[config.mk]
export PLATFORM = sky130hd
export DESIGN_NAME = newton_square_root
export DESIGN_NICKNAME = d
export VERILOG_FILES = /design/src/design/nsr_pkg.sv /design/src/design/nsr_ctrl.sv /design/src/design/nsr_dp.sv /design/src/design/newton_square_root.sv
export SDC_FILE = /design/constraint.sdc
export NUM_CORES = 2
export LEC_CHECK = 0
export ABC_CLOCK_PERIOD_IN_PS = 24900
export BUFFER_PORTS_ARGS = -buffer_cell sky130_fd_sc_hd__buf_4
export CAP_MARGIN = 20
export CORE_MARGIN = 2
export CORE_UTILIZATION = 35
export CTS_CLUSTER_SIZE = 30
export DETAILED_ROUTE_END_ITERATION = 7
export PLACE_DENSITY_LB_ADDON = 0.25
export RECOVER_POWER = 100
export SLEW_MARGIN = 20
export SYNTH_ARGS = -nofsm -noshare
export SYNTH_HDL_FRONTEND = slang
export SYNTH_SLANG_ARGS = --single-unit
[constraint.sdc]
create_clock -name clk -period 24.9 [get_ports clk]
set_clock_uncertainty 0.2 [all_clocks]
set_input_delay 3.735 -clock clk [delete_from_list [all_inputs] [get_ports clk]]
set_output_delay 3.735 -clock clk [all_outputs]
set_load 0.1 [all_outputs]
[src/design/nsr_pkg.sv]
// shared constants, state encoding and controller/datapath interface types
package nsr_pkg;

	localparam int MAX_ITER   = 32;
	localparam int FRAC_BITS  = 16;
	localparam int DATA_W     = 32;
	localparam int WIDE_W     = 2 * DATA_W;
	localparam int ITER_W     = $clog2(MAX_ITER + 1);
	localparam int OUT_ITER_W = 6;
	localparam int DVS_W      = DATA_W + 1;
	localparam int DIV_STEPS  = DATA_W;
	localparam int DIV_CNT_W  = $clog2(DIV_STEPS);
	localparam int M_TDATA_W  = ((DATA_W + OUT_ITER_W + 7) / 8) * 8;
	localparam int S_TDATA_W  = ((DATA_W + 7) / 8) * 8;
	localparam logic [DATA_W-1:0] TOL_RESET = DATA_W'(6554);

	typedef enum logic [2:0] {
		ST_IDLE,
		ST_SQUARE,
		ST_GAP,
		ST_CHECK,
		ST_DIV,
		ST_UPDATE,
		ST_DONE
	} state_t;

	typedef struct packed {
		logic load;
		logic square;
		logic gap;
		logic div_init;
		logic div_step;
		logic update;
		logic emit;
	} cmd_t;

	typedef struct packed {
		logic conv_hit;
		logic stop;
		logic div_last;
	} status_t;

endpackage

[src/design/nsr_ctrl.sv]
// sequencer for the newton square root: iteration control and output beat handshake
module nsr_ctrl (
	input  logic            clk,
	input  logic            arst_n,
	input  logic            s_tvalid,
	output logic            s_tready,
	output logic            m_tvalid,
	input  logic            m_tready,
	input  nsr_pkg::status_t status,
	output nsr_pkg::cmd_t    cmd
);
	import nsr_pkg::*;

	state_t state_q;
	state_t state_d;
	logic   out_valid_q;
	logic   out_free;

	assign out_free = !out_valid_q || m_tready;

	always_comb begin
		state_d = state_q;
		case (state_q)
			ST_IDLE: begin
				if (s_tvalid) begin
					state_d = ST_SQUARE;
				end
			end
			ST_SQUARE: state_d = ST_GAP;
			ST_GAP:    state_d = ST_CHECK;
			ST_CHECK: begin
				if (status.conv_hit || status.stop) begin
					state_d = ST_DONE;
				end else begin
					state_d = ST_DIV;
				end
			end
			ST_DIV: begin
				if (status.div_last) begin
					state_d = ST_UPDATE;
				end
			end
			ST_UPDATE: state_d = ST_SQUARE;
			ST_DONE: begin
				if (out_free) begin
					state_d = ST_IDLE;
				end
			end
			default: state_d = ST_IDLE;
		endcase
	end

	always_comb begin
		cmd      = '0;
		s_tready = 1'b0;
		case (state_q)
			ST_IDLE: begin
				s_tready = 1'b1;
				cmd.load = s_tvalid;
			end
			ST_SQUARE: cmd.square = 1'b1;
			ST_GAP:    cmd.gap    = 1'b1;
			ST_CHECK:  cmd.div_init = !status.conv_hit && !status.stop;
			ST_DIV:    cmd.div_step = 1'b1;
			ST_UPDATE: cmd.update   = 1'b1;
			ST_DONE:   cmd.emit     = out_free;
			default: begin
				cmd      = '0;
				s_tready = 1'b0;
			end
		endcase
	end

	always_ff @(posedge clk or negedge arst_n) begin
		if (!arst_n) begin
			state_q     <= ST_IDLE;
			out_valid_q <= 1'b0;
		end else begin
			state_q <= state_d;
			if (cmd.emit) begin
				out_valid_q <= 1'b1;
			end else if (m_tready) begin
				out_valid_q <= 1'b0;
			end
		end
	end

	assign m_tvalid = out_valid_q;

endmodule

[src/design/nsr_dp.sv]
// datapath: square, error, radix-2 restoring divider, estimate update and output registers
module nsr_dp (
	input  logic                           clk,
	input  logic                           arst_n,
	input  nsr_pkg::cmd_t                  cmd,
	output nsr_pkg::status_t               status,
	input  logic                           cfg_we,
	input  logic [nsr_pkg::DATA_W-1:0]     cfg_data,
	input  logic [nsr_pkg::DATA_W-1:0]     value,
	output logic [nsr_pkg::DATA_W-1:0]     root,
	output logic [nsr_pkg::OUT_ITER_W-1:0] iterations,
	output logic                           converged
);
	import nsr_pkg::*;

	logic [DATA_W-1:0]    tolerance_q;
	logic [WIDE_W-1:0]    v_wide_q;
	logic [DATA_W-1:0]    x_q;
	logic [ITER_W-1:0]    iter_q;
	logic [WIDE_W-1:0]    sq_q;
	logic [WIDE_W-1:0]    err_q;
	logic                 over_q;
	logic [DVS_W-1:0]     rem_q;
	logic [DATA_W-1:0]    lo_q;
	logic [DATA_W-1:0]    quo_q;
	logic                 big_q;
	logic [DIV_CNT_W-1:0] cnt_q;
	logic [DATA_W-1:0]    root_q;
	logic [ITER_W-1:0]    iter_out_q;
	logic                 conv_q;

	logic [DATA_W-1:0] one;
	logic [DATA_W-1:0] x_init;
	logic [WIDE_W-1:0] tol_wide;
	logic              sq_ge;
	logic [DVS_W-1:0]  dvs;
	logic [DATA_W-1:0] err_hi;
	logic [DVS_W:0]    trial;
	logic [DVS_W:0]    trial_sub;
	logic              fits;
	logic [DATA_W:0]   sum;
	logic [DATA_W-1:0] x_next;

	assign one      = DATA_W'(1) << FRAC_BITS;
	assign x_init   = (value > one) ? value : one;
	assign tol_wide = WIDE_W'(tolerance_q) << FRAC_BITS;
	assign sq_ge    = sq_q >= v_wide_q;
	assign dvs      = {x_q, 1'b0};
	assign err_hi   = err_q[WIDE_W-1:DATA_W];
	assign trial    = {rem_q, lo_q[DATA_W-1]};
	assign trial_sub = trial - {1'b0, dvs};
	assign fits     = trial >= {1'b0, dvs};
	assign sum      = {1'b0, x_q} + {1'b0, quo_q};

	always_comb begin
		if (over_q) begin
			if (big_q || (quo_q >= x_q)) begin
				x_next = '0;
			end else begin
				x_next = x_q - quo_q;
			end
		end else begin
			if (big_q || sum[DATA_W]) begin
				x_next = '1;
			end else begin
				x_next = sum[DATA_W-1:0];
			end
		end
	end

	assign status.conv_hit = err_q <= tol_wide;
	assign status.stop     = (iter_q >= ITER_W'(MAX_ITER)) || (x_q == '0);
	assign status.div_last = cnt_q == DIV_CNT_W'(DIV_STEPS - 1);

	always_ff @(posedge clk or negedge arst_n) begin
		if (!arst_n) begin
			tolerance_q <= TOL_RESET;
		end else if (cfg_we) begin
			tolerance_q <= cfg_data;
		end
	end

	always_ff @(posedge clk) begin
		if (cmd.load) begin
			v_wide_q <= WIDE_W'(value) << FRAC_BITS;
			x_q      <= x_init;
			iter_q   <= '0;
		end
		if (cmd.square) begin
			sq_q <= WIDE_W'(x_q) * WIDE_W'(x_q);
		end
		if (cmd.gap) begin
			over_q <= sq_ge;
			err_q  <= sq_ge ? (sq_q - v_wide_q) : (v_wide_q - sq_q);
		end
		// high word at or above the divisor means the quotient does not fit
		if (cmd.div_init) begin
			big_q <= {1'b0, err_hi} >= dvs;
			rem_q <= {1'b0, err_hi};
			lo_q  <= err_q[DATA_W-1:0];
			quo_q <= '0;
			cnt_q <= '0;
		end
		if (cmd.div_step) begin
			rem_q <= fits ? trial_sub[DVS_W-1:0] : trial[DVS_W-1:0];
			quo_q <= {quo_q[DATA_W-2:0], fits};
			lo_q  <= {lo_q[DATA_W-2:0], 1'b0};
			cnt_q <= cnt_q + DIV_CNT_W'(1);
		end
		if (cmd.update) begin
			x_q    <= x_next;
			iter_q <= iter_q + ITER_W'(1);
		end
		if (cmd.emit) begin
			root_q     <= x_q;
			iter_out_q <= iter_q;
			conv_q     <= status.conv_hit;
		end
	end

	assign root       = root_q;
	assign iterations = OUT_ITER_W'(iter_out_q);
	assign converged  = conv_q;

endmodule

[src/design/newton_square_root.sv]
// top level of the newton-raphson square root, q16.16 fixed point
// an input beat leads to an output beat after n estimate updates, n = 0..32
// each update runs the 32-step radix-2 divider, which is shared across updates
// throughput: one item at a time; the next input beat is taken once the result is registered
// reset: asynchronous, active low; clears the sequencer and output valid, tolerance to 6554
module newton_square_root (
	input  logic                          clk,
	input  logic                          arst_n,
	input  logic                          s_tvalid,
	output logic                          s_tready,
	input  logic [nsr_pkg::S_TDATA_W-1:0] s_tdata,  // value[31:0]
	output logic                          m_tvalid,
	input  logic                          m_tready,
	output logic [nsr_pkg::M_TDATA_W-1:0] m_tdata,  // root[31:0], iterations[37:32], zero pad
	output logic [0:0]                    m_tuser,  // converged[0]
	input  logic                          cfg_valid,
	output logic                          cfg_ready,
	input  logic [nsr_pkg::DATA_W-1:0]    cfg_data
);
	import nsr_pkg::*;

	cmd_t                  cmd;
	status_t               status;
	logic [DATA_W-1:0]     root;
	logic [OUT_ITER_W-1:0] iterations;
	logic                  converged;

	assign cfg_ready = 1'b1;

	nsr_ctrl u_ctrl (
		.clk      (clk),
		.arst_n   (arst_n),
		.s_tvalid (s_tvalid),
		.s_tready (s_tready),
		.m_tvalid (m_tvalid),
		.m_tready (m_tready),
		.status   (status),
		.cmd      (cmd)
	);

	nsr_dp u_dp (
		.clk        (clk),
		.arst_n     (arst_n),
		.cmd        (cmd),
		.status     (status),
		.cfg_we     (cfg_valid && cfg_ready),
		.cfg_data   (cfg_data),
		.value      (s_tdata[DATA_W-1:0]),
		.root       (root),
		.iterations (iterations),
		.converged  (converged)
	);

	assign m_tdata = M_TDATA_W'({iterations, root});
	assign m_tuser = converged;

`ifndef SYNTHESIS
	a_one_item: assert property (@(posedge clk) disable iff (!arst_n)
		(s_tvalid && s_tready) |=> !s_tready)
		else $error("input beat taken while an item is in work");

	a_stop_reason: assert property (@(posedge clk) disable iff (!arst_n)
		(m_tvalid && !m_tuser[0]) |->
		((m_tdata[DATA_W+OUT_ITER_W-1:DATA_W] == OUT_ITER_W'(MAX_ITER)) ||
		 (m_tdata[DATA_W-1:0] == '0)))
		else $error("unconverged result without cap or zero estimate");

	a_iter_cap: assert property (@(posedge clk) disable iff (!arst_n)
		m_tvalid |-> (m_tdata[DATA_W+OUT_ITER_W-1:DATA_W] <= OUT_ITER_W'(MAX_ITER)))
		else $error("iteration count beyond cap");

	a_emit_free: assert property (@(posedge clk) disable iff (!arst_n)
		(m_tvalid && !m_tready) |-> !cmd.emit)
		else $error("result overwritten while output beat pending");
`endif

endmodule
# Word-level counts from Yosys, hierarchy flattened
# Index checks and enable logic that the tools add are counted.
# op_classes
add_sub_neg	7
mul	1
order_cmp	7
eq_ne	10
muxes	33
n_reduce_logical	15
# ops
cell	n
$mux W32	10
$mux W33	3
$ge A64 B48 Y1	1
$le A64 B48 Y1	1
$mul A32 B32 Y64	1
$mux W64	1
$sub A48 B64 Y64	1
$sub A64 B48 Y64	1
$ge A34 B33 Y1	1
$add A32 B32 Y33	1
$ge A32 B33 Y1	1
$sub A33 B33 Y33	1
$ge A32 B32 Y1	1
$gt A32 B17 Y1 const B	1
$logic_not A32 Y1	1
$sub A32 B32 Y32	1
$pmux W3 S7	1
$mux W6	2
$mux W1	10
$mux W5	2
$eq A3 B3 Y1 const B	3
$mux W3	3
$add A6 B1 Y6 const B	1
$eq A3 B2 Y1 const B	2
13 further kinds	22
# word_totals
ff_bits	377
input_bits	69
out_inout_bits	44
word_cells	91

# Logic depth before layout (Yosys ltp)
# logic_depth
ltp_word	7
depth_mapped	30
depth_no_buf	28

# Cells and area by module
# Synthesis repeated with hierarchy kept, for this count alone.
# hier_totals
hier_cells	5788
area_unflattened_um2	54038.1
# by_module_without_submodules
mod	n_inst	cells_each	area_per_inst_um2	seq_area_each_um2
nsr_dp	1	5752	53744.0	11009.3
nsr_ctrl	1	31	264.0	100.1
newton_square_root	1	5	30.0	0.0

# Worst setup path before layout
# Ideal clock, no wire load.
# synth_timing
kind	register to register
start	register u_dp.x_q[4]
end	register u_dp.sq_q[57], data pin
setup_ps	262
arrival_ps	7698
required_time_ps	24438
slack_ps	16741
stages_incl_launch_ff	27
n_path_buf	2
period_less_slack_ps	8159
cell_sequence	edfxtp_1 -> inv_1 -> clkbuf_1 -> clkbuf_1 -> nor2_1 -> fa_1 -> ha_1 -> a31o_2 -> fa_1 -> inv_1 -> fa_1 -> inv_1 -> fa_1 -> fa_1 -> fa_1 -> fa_1 -> ha_1 -> nand2_1 -> nor3_1 -> and3_1 -> o211ai_1 -> a311o_1 -> a211oi_1 -> nor2_1 -> a211o_1 -> o21ai_1 -> xor2_1
# synth_between
elab_chain_len	1
# synth_rtl
element	line	text
from (decl)	nsr_dp.sv:18	logic [DATA_W-1:0] x_q;
from (signal assigned)	nsr_dp.sv:86	x_q <= x_init;
from (signal assigned)	nsr_dp.sv:111	x_q <= x_next;
$mul A32 B32 Y64	nsr_dp.sv:90	sq_q <= WIDE_W'(x_q) * WIDE_W'(x_q);
to (signal assigned)	nsr_dp.sv:90	
to (decl)	nsr_dp.sv:20	logic [WIDE_W-1:0] sq_q;
# No other way between the ends.
# A chain may end at the register's enable or synchronous reset.

# Worst setup path in the final report
# layout_timing
start	register u_dp.x_q[5]
end	register u_dp.sq_q[57], data pin
# Same word-level chain as after synthesis.

==> summary.md <==
| Metric | Value |
|---|---|
| CTS tree | `built` |
| Top post-synthesis cells by area | `fa_1 30%, edfxtp_1 19%, ha_1 12%, inv_1 8.2%, nor2_1 3.7%` |
| Cts bufs inserted | `49` |
| EDFF count, synth | `about 340` |
| Area of the multi-input gates | `0.0371 sq mm` |
| Slew @ Worst Pin | `3.57 ns` |
| Top FF cell, synth | `edfxtp_1` |
| Final period utilization | `0.461` |
| Crit path cell chain | `clkbuf_1, inv_1, nor2_1, fa_1, fa_1, fa_1, inv_1, fa_1, inv_1, fa_1, fa_1, fa_1, fa_1, ha_1, nand2_1, nor3_1, and3_1, o211ai_1, a311o_1, a211oi_1, nor2_1, a211o_1, o21ai_0, xor2_1` |
| WP buf/inv | `4` |
| Setup total negative slack | `0 ns` |
| Routed Antenna Nets | `0` |
| Top Ports | `113` |
| Maximum number of pins on one net before global-route repair | `between 60 and 70` |
| Clk sinks | `376` |
| Clk slew on worst S/H paths | `0.06 ns` |
| Gr usage total | `0.224` |
| Class of the worst hold path | `register to register` |
| CTS Buffer Depth | `3` |
| Detail-routed net length per standard cell | `between 20 and 25 um` |
| GRT overflow | `0` |
| Async SR Flop Fraction | `0.0957` |
| WP data required | `25.07 ns` |
| Mux cell area share after synthesis | `0.00603` |
| Hold Fails Final Rpt | `0` |
| Core Area | `0.152 sq mm` |
| Main combinational cell family by area after synthesis | `adder cells` |
| Fmax | `87.2 MHz` |
| Worst skew pair latency | `0.65 ns` |
| Gate Count Post-Synth | `5752` |
| Synth cell types | `89` |
| Initial DRC Count | `3441` |
| Register area | `0.0111 sq mm` |
| Most common cell after layout, fill and taps aside | `inv_1` |
| Crit end category | `register` |
| Status | `finished, violations left` |
| Top cell type's share of synthesized area | `0.297` |
| Die Ht | `395 um` |
| Row count | `143` |
| Initial Utilization | `0.353` |
| Vias in the first global route | `42500` |
| Share of cells above drive strength 1 | `0.0340` |
| # Max-Cap Violations | `41` |
| CP Class | `register to register` |
| Compound-Gate Fraction of Synth Area | `0.121` |
| # Post-CTS Setup Buffers | `0` |
| Port bufs | `109` |
| PostCTS Resize Cnt | `0` |
| Die W | `395 um` |
| Pre-antenna DRT Iters | `5` |
| Layout area overhead | `8.09%` |
| Most frequent cells in the layout | `1170 x inv_1, 796 x fa_1, 533 x nor2_1` |
| Fill cells | `15400` |
| Ys Warns | `0` |
| Vias per cell | `5.28` |
| # H-tree levels | `2` |
| Finish-stage setup viols | `0` |
| CP arrival | `11.64 ns` |
| Final critical-path required period | `~11 ns` |
| Failing checks | `capacitance limit, slew limit` |
| Via count | `41300` |
| Drt total wl | `175000 um` |
| XOR/XNOR Fraction of Synth Area | `0.0322` |
| # hold bufs at CTS | `0` |
| Die ar. | `~0.16 sq mm` |
| Critical Path Fanout Max | `27` |
| Crit-path most repeated cell | `fa_1` |
| Post-synthesis cell area | `between 0.05 and 0.06 sq mm` |
| Net total in the final layout | `7140` |
| Root buffer cell | `clkbuf_16` |
| Simple-Gate Fraction of Synth Area | `0.113` |
| Slew Limit Headroom | `-1.38` |
| RePlAce Congestion | `0.933` |
| Slowest stage delay, CP | `between 1.5 and 2 ns` |
| Mean Syn Cell Area | `9.31 sq um` |
| Initial antenna violation count | `5` |
| First-pass GRT wire length | `around 270000 um` |
| RSZ-0062 raised after global routing | `no` |
| Worst-path cell with the longest stage delay | `clkbuf_1` |
| Leading area contributor after synthesis | `fa_1` |
| DP Wirelength | `136000 um` |
| Slew Limit Fails | `1279` |
| DR DRC count | `0` |
| Register area share after synthesis | `0.207` |
| Synth Area in Adders | `0.420` |
| CP delay by family, top | `adder cells` |
| Synth Register Bits | `376` |
| Startpoint Class | `register` |
-- synthesized netlist by cell type (29+ instances only) --
library cell and count:
buf_1 29, xnor2_1 112, a211oi_1 30, o21bai_1 46, o21ai_1 62, nor3_1 63, xor2_1 85, a21oi_1 318
nand4_1 55, mux2i_1 30, nor4_1 31, o211ai_1 31, ha_1 526, fa_1 796, dfrtp_1 29, nand2_1 471
inv_1 1169, nor2b_1 34, edfxtp_1 339, a21o_1 108, a22o_1 31, nor2_1 535, clkbuf_1 213, o21ai_0 163
nand3_1 71, a31oi_1 41
-- routing by layer --
metal	global-route usage	routed length (um)
met5	0	13
met4	0.0793	7270
met3	0.0360	13300
met2	0.350	77600
met1	0.314	76600
-- through the flow --
stage,setup slack (ns),instances,hold WS [ns],cell area (sq um),utilization
6_report,13.43,7821,0.250,57900,0.381
5_1_grt,13.11,7820,0.274,57900,0.381
4_1_cts,15.60,7820,0.249,58400,0.385
3_5_place_dp,15.66,7728,0.235,56700,0.373
3_3_place_gp,15.65,7725,0.237,56700,0.373
2_1_floorplan,16.74,5753,0.234,53600,-
-- worst reg2reg max path, cell delays in order, from the launching register on --
cell	delay, ns
edfxtp_1	0.32
clkbuf_1	1.76
inv_1	1.24
nor2_1	0.52
fa_1	0.50
fa_1	0.50
fa_1	0.52
inv_1	0.05
fa_1	0.47
inv_1	0.05
fa_1	0.48
fa_1	0.56
fa_1	0.44
fa_1	0.44
ha_1	0.39
nand2_1	0.12
nor3_1	0.40
and3_1	0.26
o211ai_1	0.10
a311o_1	0.45
a211oi_1	0.56
nor2_1	0.19
a211o_1	0.34
o21ai_0	0.23
xor2_1	0.09
-- area by class of cell --
class / count / area share
Multi-Input combinational cell: 3952 / 0.640
Inverter: 1176 / 0.0762
Antenna cell: 1 / 0.0000432
Sequential cell: 376 / 0.192
Clock buffer: 64 / 0.0231
Clock inverter: 28 / 0.00646
Timing Repair Buffer: 194 / 0.0182
Tap cell: 2030 / 0.0439
-- final timing paths --
path,startpoint,to,slack (ns),cells after the start
worst max-delay path,u_dp.x_q[5]$_DFFE_PP_,u_dp.sq_q[57]$_DFFE_PP_,13.43,24
worst min-delay path,u_dp.x_q[28]$_DFFE_PP_,u_dp.root[28]$_DFFE_PP_,0.25,0
worst max register to register,u_dp.x_q[5]$_DFFE_PP_,u_dp.sq_q[57]$_DFFE_PP_,13.43,24
worst min register to register,u_dp.x_q[28]$_DFFE_PP_,u_dp.root[28]$_DFFE_PP_,0.25,0
max in group asynchronous,arst_n,u_dp.tolerance_q[28]$_DFFE_PN0P_,19.91,1
min in group asynchronous,arst_n,u_ctrl.m_tvalid$_DFFE_PN0P_,3.43,1
-- state kept, by name (all words and copies together) (netlist names) --
signal and cells:
u_ctrl.m_tvalid 1, u_dp.big_q 1, u_dp.over_q 1, u_dp.root 32, u_dp.iterations 6, u_dp.cnt_q 5, u_dp.x_q 32, u_dp.tolerance_q 32
u_dp.rem_q 33, u_dp.v_wide_q 32, u_ctrl.state_q 3, u_dp.converged 1, u_dp.sq_q 63, u_dp.lo_q 32, u_dp.iter_q 6, u_dp.quo_q 32
u_dp.err_q 64
-- cells by family (layout without fill, tap and decap cells) --
group,count (synthesis),count (layout)
buf+inv,1425,1462
simple gates,1383,1383
fa+ha+maj,1322,1322
compound gates,1015,1015
flops,376,376
xor+xnor,197,197
mux,32,32
other cells,2,4
Power is not shown: default switching activity piles up to over one toggle a cycle in this logic, so the estimate is an artifact.
